===== src/ppb_pkg.sv =====
// Shared types and constants for the perceptron branch predictor.
// Used by ppb_lane, ppb_merge and the top level; no dependencies.
package ppb_pkg;

  localparam int HISTORY_LENGTH_DEF = 16;
  localparam int INDEX_BITS_DEF     = 8;

  localparam int WEIGHT_W = 8;   // stored weight, signed
  localparam int TERM_W   = 9;   // +/- weight, signed
  localparam int THR_W    = 12;  // confidence threshold
  localparam int LIM_W    = 7;   // weight limit
  localparam int DOT_W    = 13;  // dot_sum / fetch_sum field
  localparam int ROW_W    = 8;   // row_index field
  localparam int CFG_W    = 12;  // widest config register

  localparam int DOT_MAX = 4095;

  localparam logic [THR_W-1:0] THR_RESET = THR_W'(45);
  localparam logic [LIM_W-1:0] LIM_RESET = LIM_W'(127);

  typedef enum logic [0:0] {
    CFG_THRESHOLD = 1'b0,
    CFG_LIMIT     = 1'b1
  } cfg_idx_t;

  typedef enum logic [2:0] {
    ST_CLEAR,
    ST_IDLE,
    ST_READ,
    ST_LANE,
    ST_SUM
  } st_t;

  typedef struct packed {
    logic capture;  // read data valid: latch term / new weight
    logic wr_en;    // write the row
    logic clear;    // write zero instead of the new weight
  } lane_ctrl_t;

endpackage


===== src/ppb_merge.sv =====
// Adder tree that merges the lane terms into the dot product: groups of
// eight lanes are summed and registered, then the group sums are added.
// Depends on ppb_pkg.
module ppb_merge #(
  parameter int LANES = 17,
  parameter int SUM_W = 13
) (
  input  logic                                   clk,
  input  logic                                   load,
  input  logic [LANES-1:0][ppb_pkg::TERM_W-1:0]  terms,
  output logic signed [SUM_W-1:0]                total
);

  localparam int GROUPS = (LANES + 7) / 8;

  logic signed [SUM_W-1:0] grp_next [GROUPS];
  logic signed [SUM_W-1:0] grp      [GROUPS];

  always_comb begin
    for (int g = 0; g < GROUPS; g++) begin
      grp_next[g] = '0;
      for (int i = 0; i < 8; i++) begin
        if (g * 8 + i < LANES) begin
          grp_next[g] = grp_next[g] + SUM_W'($signed(terms[g*8+i]));
        end
      end
    end
  end

  always_ff @(posedge clk) begin
    if (load) begin
      for (int g = 0; g < GROUPS; g++) begin
        grp[g] <= grp_next[g];
      end
    end
  end

  always_comb begin
    total = '0;
    for (int g = 0; g < GROUPS; g++) begin
      total = total + grp[g];
    end
  end

endmodule


===== config.mk =====
export PLATFORM = sky130hd
export DESIGN_NAME = ppb_merge
export DESIGN_NICKNAME = d
export VERILOG_FILES = /design/src/ppb_pkg.sv /design/src/ppb_merge.sv
export SDC_FILE = /design/constraint.sdc
export NUM_CORES = 1
export LEC_CHECK = 0
export BUFFER_PORTS_ARGS = -buffer_cell sky130_fd_sc_hd__clkbuf_2
export CORE_ASPECT_RATIO = 2
export CORE_MARGIN = 1
export CORE_UTILIZATION = 54
export CTS_CLUSTER_DIAMETER = 60
export DETAILED_ROUTE_END_ITERATION = 7
export MAX_ROUTING_LAYER = met4
export PLACE_DENSITY = 0.87
export SLEW_MARGIN = 20
export SYNTH_ARGS = -nofsm -noshare
export SYNTH_HDL_FRONTEND = slang
export SYNTH_SLANG_ARGS = --single-unit
export TNS_END_PERCENT = 20

===== constraint.sdc =====
create_clock -name clk -period 6.4 [get_ports clk]
set_clock_uncertainty 0.2 [all_clocks]
set_input_delay 0.96 -clock clk [delete_from_list [all_inputs] [get_ports clk]]
set_output_delay 0.96 -clock clk [all_outputs]
set_load 0.02 [all_outputs]

==> summary.txt <==
Global routing
  • Largest net degree at the start of global routing: 36
  • GRT Total Usage: 23.45%
  • Grt ovf: 0
  • First-pass GRT wire length: 19510 um
  • Vias in the first global route: around 4900
  • Initial antenna violation count: 0

Critical path
  • Crit end category: register
  • WS Path Type: in -> reg
  • Crit Path Max Fanout: 3
  • Critical Path Source: terms[101]
  • Critical path startpoint category: primary input
  • Critical path required time: 6.22 ns
  • Worst path arrival time: 4.95 ns
  • Setup crit end: grp[0][25]

Placed design
  • Gpl congestion: 0.8168
  • PortBufs: 167
  • Placed Cells: 876
  • HPWL Detailed: 10400 um

Finish
  • Regs by FF count: grp x35
  • Commonest non-fill, non-tap cell in the layout: inv_1
  • Final core occ: 66.96%
  • Fill cell count: 773
  • Layout net count: 1067
  • Layout area overhead: 19.81%
  • Antenna cells: 0
  • Multi-input logic area: between 0.004 and 0.005 sq mm
  • Most frequent cells in the layout: inv_1, clkbuf_2, fa_1
  • Share of cells above drive strength 1: 24.36%
  • Max FFs per register: 35
  • Finished Layout Cells: 884
  • Reg with most FFs: grp
  • Register Area: about 0.0011 sq mm

Job
  • MaxCap Viol Count: 0

Clock network
  • Clock buffer depth: 2
  • Post-CTS Resized: 0
  • H-tree depth: 2
  • CTS tree: done
  • CTS Buf Count: 5
  • Clock Pin Slew Worst Setup and Hold Paths: ~0.05 ns
  • Clk root buf: clkbuf_16
  • Clock sink count: 35
  • Post-CTS Setup Inserts: 0
  • Cts hold-fix bufs: 0

Floorplanning
  • Core Footprint: 0.01054 sq mm
  • Rows: 53
  • Starting Density: a little under three fifths
  • Chip Height: ~150 um
  • Die width: 75.87 um
  • Die Area: 0.01136 sq mm
  • I/O Pins: approximately 170

Drt
  • Via density: between 5 and 6
  • DRC viols: 0
  • DRT antenna net count: 0
  • Iteration-0 DRC Markers: around 210
  • Via count: 4440
  • Wire length per cell: 13.50 um
  • Final wirelength: 11930 um
  • Total iterations of the first detailed-routing run: 4

Synth
  • Netlist Area Pre-Place: 0.005893 sq mm
  • Top_reg_cell synth: edfxtp_1
  • Syn Nets: a little under 900
  • Post-Synthesis Cells: 573
  • Synth Register Bits: 35
  • Yosys warnings: 0
  • Synth unique cells: 38
  • Post-synth EDFFs: 35
  • Synth Area per Inst: 10.28 sq um
  • Seq/Total Area, Yosys: 17.83%
  • Async set-or-reset flop fraction in the synthesized netlist: 0%

Hold path
  • Hold WC Path Type: in -> reg

Status
  • Run status: finished, final reports clean

STA
  • Endpoints failing hold: 0
  • Slew HR: 40.65%
  • Slew of the pin with the lowest slew margin: 0.8902 ns
  • RSZ-0062 raised after global routing: false
  • Fmax: 195.2 MHz
  • Fin crit period: 5.122 ns
  • Final worst-path cycle share: 80.03%
  • Final setup TNS: 0 ns
  • Final Setup Violations: 0
  • Final Max Slew Viols: 0
-- through the flow --
stage	area, sq um	hold slack, ns	setup WS, ns
floorplan	5893	0.8589	1.378
global placement	6897	0.9398	1.125
detailed placement	6897	0.9393	0.9872
CTS	7061	0.6501	1.264
global route	7061	0.6487	0.9643
finish	7061	0.6552	1.278
-- cell families (layout without fill, tap and decap cells) --
group	after synthesis	after routing	share of synthesized area, %
buf+inv	221	395	14.08
fa+ha+maj	166	166	51.68
compound gates	72	72	7.707
simple gates	52	52	4.671
flops	35	35	17.83
xor+xnor	26	26	3.864
mux	1	1	0.1699
-- cells in the mapped netlist, types with 2 or more instances --
cell type | count | share of area [%]
o21ai_0 | 15 | 1.3
xor2_1 | 9 | 1.3
a21o_1 | 8 | 1.0
nor2b_1 | 6 | 0.64
nand4_1 | 2 | 0.21
o21a_1 | 3 | 0.38
xnor2_1 | 17 | 2.5
nand3_1 | 5 | 0.42
nor3_1 | 6 | 0.51
and3_1 | 2 | 0.21
fa_1 | 129 | 44
nor2_1 | 15 | 0.96
a211oi_1 | 11 | 1.4
or2_2 | 2 | 0.21
ha_1 | 37 | 7.9
edfxtp_1 | 35 | 18
inv_1 | 220 | 14
a21oi_1 | 24 | 2.0
o31ai_1 | 2 | 0.25
nand2_1 | 6 | 0.38
o21bai_1 | 2 | 0.25
-- worst min-delay path by stage --
stage / from / endpoint / slack [ns] / cells past startpoint
2_1_floorplan: terms[144] / grp[0][26] / 0.86 / 0
3_3_place_gp: terms[149] / grp[0][31] / 0.94 / 1
3_5_place_dp: terms[149] / grp[0][31] / 0.94 / 1
4_1_cts: terms[144] / grp[0][26] / 0.65 / 1
5_1_grt: terms[144] / grp[0][26] / 0.65 / 1
6_report: terms[144] / grp[0][26] / 0.66 / 1
-- worst max-delay path, cell delays in order --
cell and delay (ns):
clkbuf_2 0.08, inv_1 0.05, fa_1 0.53, inv_1 0.06, fa_1 0.49, fa_1 0.49
inv_1 0.05, fa_1 0.53, inv_1 0.04, ha_1 0.23, fa_1 0.42, a211oi_1 0.34
o21ai_0 0.17, a211oi_1 0.26, o21bai_1 0.12, xnor2_1 0.13
-- final cells by class --
| class | count | share of cell area, % |
|---|---|---|
| clock buffer | 5 | 1.772 |
| clock inverter | 3 | 0.5494 |
| inverter | 220 | 11.70 |
| multi-input combinational | 317 | 56.83 |
| sequential | 35 | 14.89 |
| tap | 137 | 2.428 |
| timing repair buffer | 167 | 11.84 |
-- metal layers --
layer	part of all wire, %	track usage (%)	vias up	wire length, um
met1	31	22.16	2167	3711
met5	0	-	-	0
li1	-	-	2044	-
met3	3.7	2.424	58	444
met4	5.5	12.96	0	652
met2	60	43.54	171	7125
Power is left out: the tool's default activity adds up to more than one toggle a clock period on the data nets, which glitch-free logic cannot reach.
