### config.mk
export PLATFORM = sky130hd
export DESIGN_NAME = ppb_lane
export DESIGN_NICKNAME = d
export VERILOG_FILES = /design/src/ppb_pkg.sv /design/src/ppb_ram.sv /design/src/ppb_lane.sv
export SDC_FILE = /design/constraint.sdc
export NUM_CORES = 2
export LEC_CHECK = 0
export BUFFER_PORTS_ARGS = -buffer_cell sky130_fd_sc_hd__clkbuf_2
export CAP_MARGIN = 20
export CORE_MARGIN = 1
export CORE_UTILIZATION = 46
export DETAILED_ROUTE_END_ITERATION = 8
export GPL_TIMING_DRIVEN = 0
export MAX_ROUTING_LAYER = met4
export PLACE_DENSITY = 0.72
export SETUP_SLACK_MARGIN = 0.2
export SKIP_CTS_REPAIR_TIMING = 1
export SLEW_MARGIN = 20
export SYNTH_ARGS = -nofsm -noshare
export SYNTH_HDL_FRONTEND = slang
export SYNTH_SLANG_ARGS = --single-unit
### constraint.sdc
create_clock -name clk -period 13.2 [get_ports clk]
set_input_delay 1.32 -clock clk [delete_from_list [all_inputs] [get_ports clk]]
set_output_delay 1.32 -clock clk [all_outputs]
set_load 0.05 [all_outputs]
### src/ppb_pkg.sv
// Shared types and constants for the perceptron branch predictor.
// Used by ppb_lane, ppb_merge and the top level; no dependencies.
package ppb_pkg;

  localparam int HISTORY_LENGTH_DEF = 16;
  localparam int INDEX_BITS_DEF     = 8;

  localparam int WEIGHT_W = 8;   // stored weight, signed
  localparam int TERM_W   = 9;   // +/- weight, signed
  localparam int THR_W    = 12;  // confidence threshold
  localparam int LIM_W    = 7;   // weight limit
  localparam int DOT_W    = 13;  // dot_sum / fetch_sum field
  localparam int ROW_W    = 8;   // row_index field
  localparam int CFG_W    = 12;  // widest config register

  localparam int DOT_MAX = 4095;

  localparam logic [THR_W-1:0] THR_RESET = THR_W'(45);
  localparam logic [LIM_W-1:0] LIM_RESET = LIM_W'(127);

  typedef enum logic [0:0] {
    CFG_THRESHOLD = 1'b0,
    CFG_LIMIT     = 1'b1
  } cfg_idx_t;

  typedef enum logic [2:0] {
    ST_CLEAR,
    ST_IDLE,
    ST_READ,
    ST_LANE,
    ST_SUM
  } st_t;

  typedef struct packed {
    logic capture;  // read data valid: latch term / new weight
    logic wr_en;    // write the row
    logic clear;    // write zero instead of the new weight
  } lane_ctrl_t;

endpackage

### src/ppb_ram.sv
// Generic single write port, single read port RAM with registered read.
// No dependencies.
module ppb_ram #(
  parameter int WIDTH = 8,
  parameter int DEPTH = 256
) (
  input  logic                     clk,
  input  logic                     we,
  input  logic [$clog2(DEPTH)-1:0] waddr,
  input  logic [WIDTH-1:0]         wdata,
  input  logic                     re,
  input  logic [$clog2(DEPTH)-1:0] raddr,
  output logic [WIDTH-1:0]         rdata
);

  logic [WIDTH-1:0] mem [DEPTH];

  always_ff @(posedge clk) begin
    if (we) begin
      mem[waddr] <= wdata;
    end
    if (re) begin
      rdata <= mem[raddr];
    end
  end

endmodule

### src/ppb_lane.sv
// One weight lane: a column of weights, one per row, plus the per-weight
// term and saturating update. Depends on ppb_pkg and ppb_ram.
module ppb_lane #(
  parameter int DEPTH = 256
) (
  input  logic                                clk,
  input  ppb_pkg::lane_ctrl_t                 ctrl,
  input  logic                                rd_en,
  input  logic [$clog2(DEPTH)-1:0]            rd_addr,
  input  logic [$clog2(DEPTH)-1:0]            wr_addr,
  input  logic                                hist_bit,
  input  logic                                taken,
  input  logic [ppb_pkg::LIM_W-1:0]           limit,
  output logic signed [ppb_pkg::TERM_W-1:0]   term,
  output logic                                changed
);

  logic [ppb_pkg::WEIGHT_W-1:0]        rdata;
  logic [ppb_pkg::WEIGHT_W-1:0]        nw;
  logic [ppb_pkg::WEIGHT_W-1:0]        nw_next;
  logic [ppb_pkg::WEIGHT_W-1:0]        wdata;
  logic signed [ppb_pkg::TERM_W-1:0]   w_x;
  logic signed [ppb_pkg::TERM_W-1:0]   sum_v;
  logic signed [ppb_pkg::TERM_W-1:0]   lim_x;
  logic signed [ppb_pkg::TERM_W-1:0]   delta;

  ppb_ram #(
    .WIDTH(ppb_pkg::WEIGHT_W),
    .DEPTH(DEPTH)
  ) u_ram (
    .clk  (clk),
    .we   (ctrl.wr_en),
    .waddr(wr_addr),
    .wdata(wdata),
    .re   (rd_en),
    .raddr(rd_addr),
    .rdata(rdata)
  );

  assign wdata = ctrl.clear ? '0 : nw;

  always_comb begin
    w_x   = ppb_pkg::TERM_W'($signed(rdata));
    lim_x = $signed({{(ppb_pkg::TERM_W-ppb_pkg::LIM_W){1'b0}}, limit});
    // step toward the outcome: +1 when outcome agrees with the input bit
    delta = (taken == hist_bit) ? ppb_pkg::TERM_W'(1) : -ppb_pkg::TERM_W'(1);
    sum_v = w_x + delta;
    if (sum_v > lim_x) begin
      nw_next = lim_x[ppb_pkg::WEIGHT_W-1:0];
    end else if (sum_v < -lim_x) begin
      nw_next = ppb_pkg::WEIGHT_W'(-lim_x);
    end else begin
      nw_next = sum_v[ppb_pkg::WEIGHT_W-1:0];
    end
  end

  always_ff @(posedge clk) begin
    if (ctrl.capture) begin
      term    <= hist_bit ? w_x : -w_x;
      nw      <= nw_next;
      changed <= (nw_next != rdata);
    end
  end

endmodule

==> flow_metrics.py <==
metrics = {
    "floorplanning": {
        "start_util_pct": 46.5,
        "core_area_sq_um": 175000,
        "io_pins": 40,
        "rows": 153,
        "die_h_um": 422,
        "die_area_sq_um": 178000,
        "die-width_um": 422,
    },
    "global_route": {
        "grt_pass1_wl_um": 282000,
        "antenna_found_initial": 17,
        "grt-ovfl-total": 0,
        "grt_pass1_vias": 38800,
        "grt_max_degree": 41,
        "track_usage_pct": 23.0,
    },
    "worst_setup_path": {
        "end_kind": "flop",
        "required_ps": 13800,
        "crit_fanout": 10,
        "cp.arrival_ps": 6430,
        "path_class": "in -> reg",
        "start_kind": "primary input",
    },
    "routing": {
        "routed_wl_um": 199000,
        "wl_met2_um": 95100,
        "drtAntennaViolNets": 0,
        "drt-initial-drc-count": 5688,
        "via_per_inst": 6.21,
        "met3_wirelength_um": 21800,
        "drcViolationCount": 0,
        "wl_per_cell_um": 31.6,
        "via_count": 39100,
        "top_layer_used": "met4",
        "dr.pass1.iters": 8,
        "wl_met1_um": 74600,
    },
    "synthesis": {
        "syn_nets": 3554,
        "avgSynthCellArea_sq_um": 23.2,
        "postSynth.asyncResetShare_pct": 0,
        "ys_seq_area_share_pct": 76.6,
        "ys_ff_latch": 2074,
        "ys_top_cells_by_area": "edfxtp_1 (77%), mux4_2 (19%), nor2_1 (1.3%)",
        "netlist_area_sq_um": 81300,
        "synthTopCellsByCount": "edfxtp_1 (2,074), mux4_2 (680), nor2_1 (286)",
        "synthFlopType": "edfxtp_1",
        "synth_cells": 3499,
        "synth_top_area_share_pct": 76.6,
        "post-synth-top-count-cell": "edfxtp_1",
        "synth_edf_count": 2074,
        "synth_cell_type_count": 67,
        "yosys_warnings": 0,
        "synth_top_area_cell": "edfxtp_1",
    },
    "clock_tree": {
        "cts_tree": "built",
        "clock-sinks": 2074,
        "htreeDepth": 4,
        "cts_buffers": 199,
        "clk_pin_slew_ps": 60,
        "clock_path_buffers": 3,
        "cts_root_buffer": "clkbuf_16",
        "worst_skew_pair.late_latency_ps": 870,
    },
    "sta": {
        "hold_viol_final": 0,
        "fmaxAchievable_mhz": 172,
        "skew_ps": 75.0,
        "fin_crit_ps": 5830,
        "finalCritPeriodShare_pct": 44.2,
        "finalSetupViolCount": 0,
        "tightest_slew_ps": 1210,
        "drv_slew": 0,
        "relSlewSlack_pct": 19.5,
        "rsz0062_at_grt": "no",
    },
    "final_layout": {
        "utilization_pct": 52.9,
        "drive_above_1_share_pct": 28.8,
        "final_area_sq_um": 92400,
        "nFillCells": 12900,
        "fin_nets": 3846,
        "synthToLayoutAreaGrowth_pct": 13.6,
    },
    "run_status": {
        "outcome": "completed",
    },
    "power_and_ir_drop": {
        "ir_drop_uv": 113,
        "p_leak_nw": 28.6,
        "p_total_mw": 14.9,
        "power_density_nw_per_um2": 161,
    },
    "worst_hold_path": {
        "worstHoldPathType": "reg -> reg",
    },
    "run": {
        "cap_violations": 0,
    },
    "placement": {
        "hpwl_um": 135000,
        "place_congestion": 0.888,
        "placed_area_sq_um": 85900,
        "port_buffers": 25,
    },
}
## registers in the layout, summed over array words and instances, names as in the netlist
| name | cells |
|---|---|
| term | 9 |
| u_ram.mem | 2048 |
| changed | 1 |
| u_ram.rdata | 8 |
| nw | 8 |
## area by class of cell
type / instances / area, sq um / share of cell area, %
Sequential cell: 2074 / 62300 / 67.4
Tap cell: 2325 / 2910 / 3.15
Inverter: 21 / 78.8 / 0.0853
Buffer: 198 / 847 / 0.917
Clock inverter: 114 / 1220 / 1.32
Clock buffer: 249 / 5170 / 5.59
Multi-Input combinational cell: 1206 / 18200 / 19.7
Timing Repair Buffer: 91 / 1640 / 1.78
Antenna cell: 12 / 30.0 / 0.0325
## cells by family (layout without fill, tap and decap cells)
kind of cell             after synthesis  in the layout  synth area share, %
flip-flops                          2074           2074                 76.6
multiplexers                         685            685                 18.9
AND/OR/NAND/NOR                      400            400                 2.10
buffers and inverters                219            673                 1.10
AO/OA/AOI/OAI                         76             76                0.725
adder cells (fa/ha/maj)               25             25                0.394
XOR/XNOR                              20             20                0.215
other                                  0             12                    0
## critical path, cell delays in order
cell	delay, ps
clkbuf_1	330
xor2_1	730
inv_1	140
fa_1	460
nand3b_1	250
a31oi_1	290
nor2_1	80
xnor2_1	190
ha_1	340
nand2_1	70
a211o_1	270
o21a_1	180
a2111oi_2	940
a211o_1	220
a221oi_1	110
nor4_1	340
nand4b_1	150
## layout by cell type (no fill, tap or decap), types with 4 or more instances in the layout
cell type,instances
a211oi_1,7
a21oi_1,10
a221oi_1,4
buf_1,25
buf_12,36
buf_16,28
buf_2,51
bufinv_16,16
clkbuf_1,145
clkbuf_16,199
clkbuf_2,51
clkinv_1,45
clkinv_16,6
clkinv_2,31
clkinvlp_4,4
diode_2,12
edfxtp_1,2074
ha_1,24
inv_1,20
inv_16,7
mux2i_1,4
mux4_2,680
nand2_1,28
nand3_1,26
nand4_1,11
nor2_1,283
nor2_2,4
nor2b_1,9
nor2b_4,8
nor3_1,10
o21a_1,4
o21ai_0,12
xnor2_1,13
xor2_1,7
## power breakdown
group | switching, mW | internal [mW] | total (mW) | leakage [nW]
combinational | 1.01 | 0.562 | 1.57 | 6.54
sequential | 0.0141 | 7.66 | 7.67 | 19.0
clock | 2.49 | 3.11 | 5.61 | 3.10
total | 3.52 | 11.3 | 14.9 | 28.6
## routing by layer
layer | up-vias | track usage (%)
met2 | 2424 | 35.0
met4 | 0 | 8.04
li1 | 15500 | -
met3 | 378 | 5.32
met1 | 20800 | 30.6
met5 | - | -
## metrics by stage
step / TNS (ps) / std cells / setup WS (ps) / hold WS (ps)
after floorplan: 0 / 3499 / 4110 / 452
after global placement: -6950950 / 5849 / -4100 / 565
after detailed placement: 0 / 5913 / 6560 / 579
after CTS: 0 / 6276 / 7450 / 606
after global routing: 0 / 6284 / 6960 / 597
final: 0 / 6290 / 7370 / 606
## path summary, 6_finish.rpt
path / from / endpoint / slack, ps / cells past startpoint
max: hist_bit / changed / 7370 / 17
min reg2reg: u_ram.rdata[0] / term[0] / 610 / 0
max reg2reg: u_ram.rdata[0] / changed / 8070 / 16
min: u_ram.rdata[0] / term[0] / 610 / 0
Power figures use the tool's default switching activity.
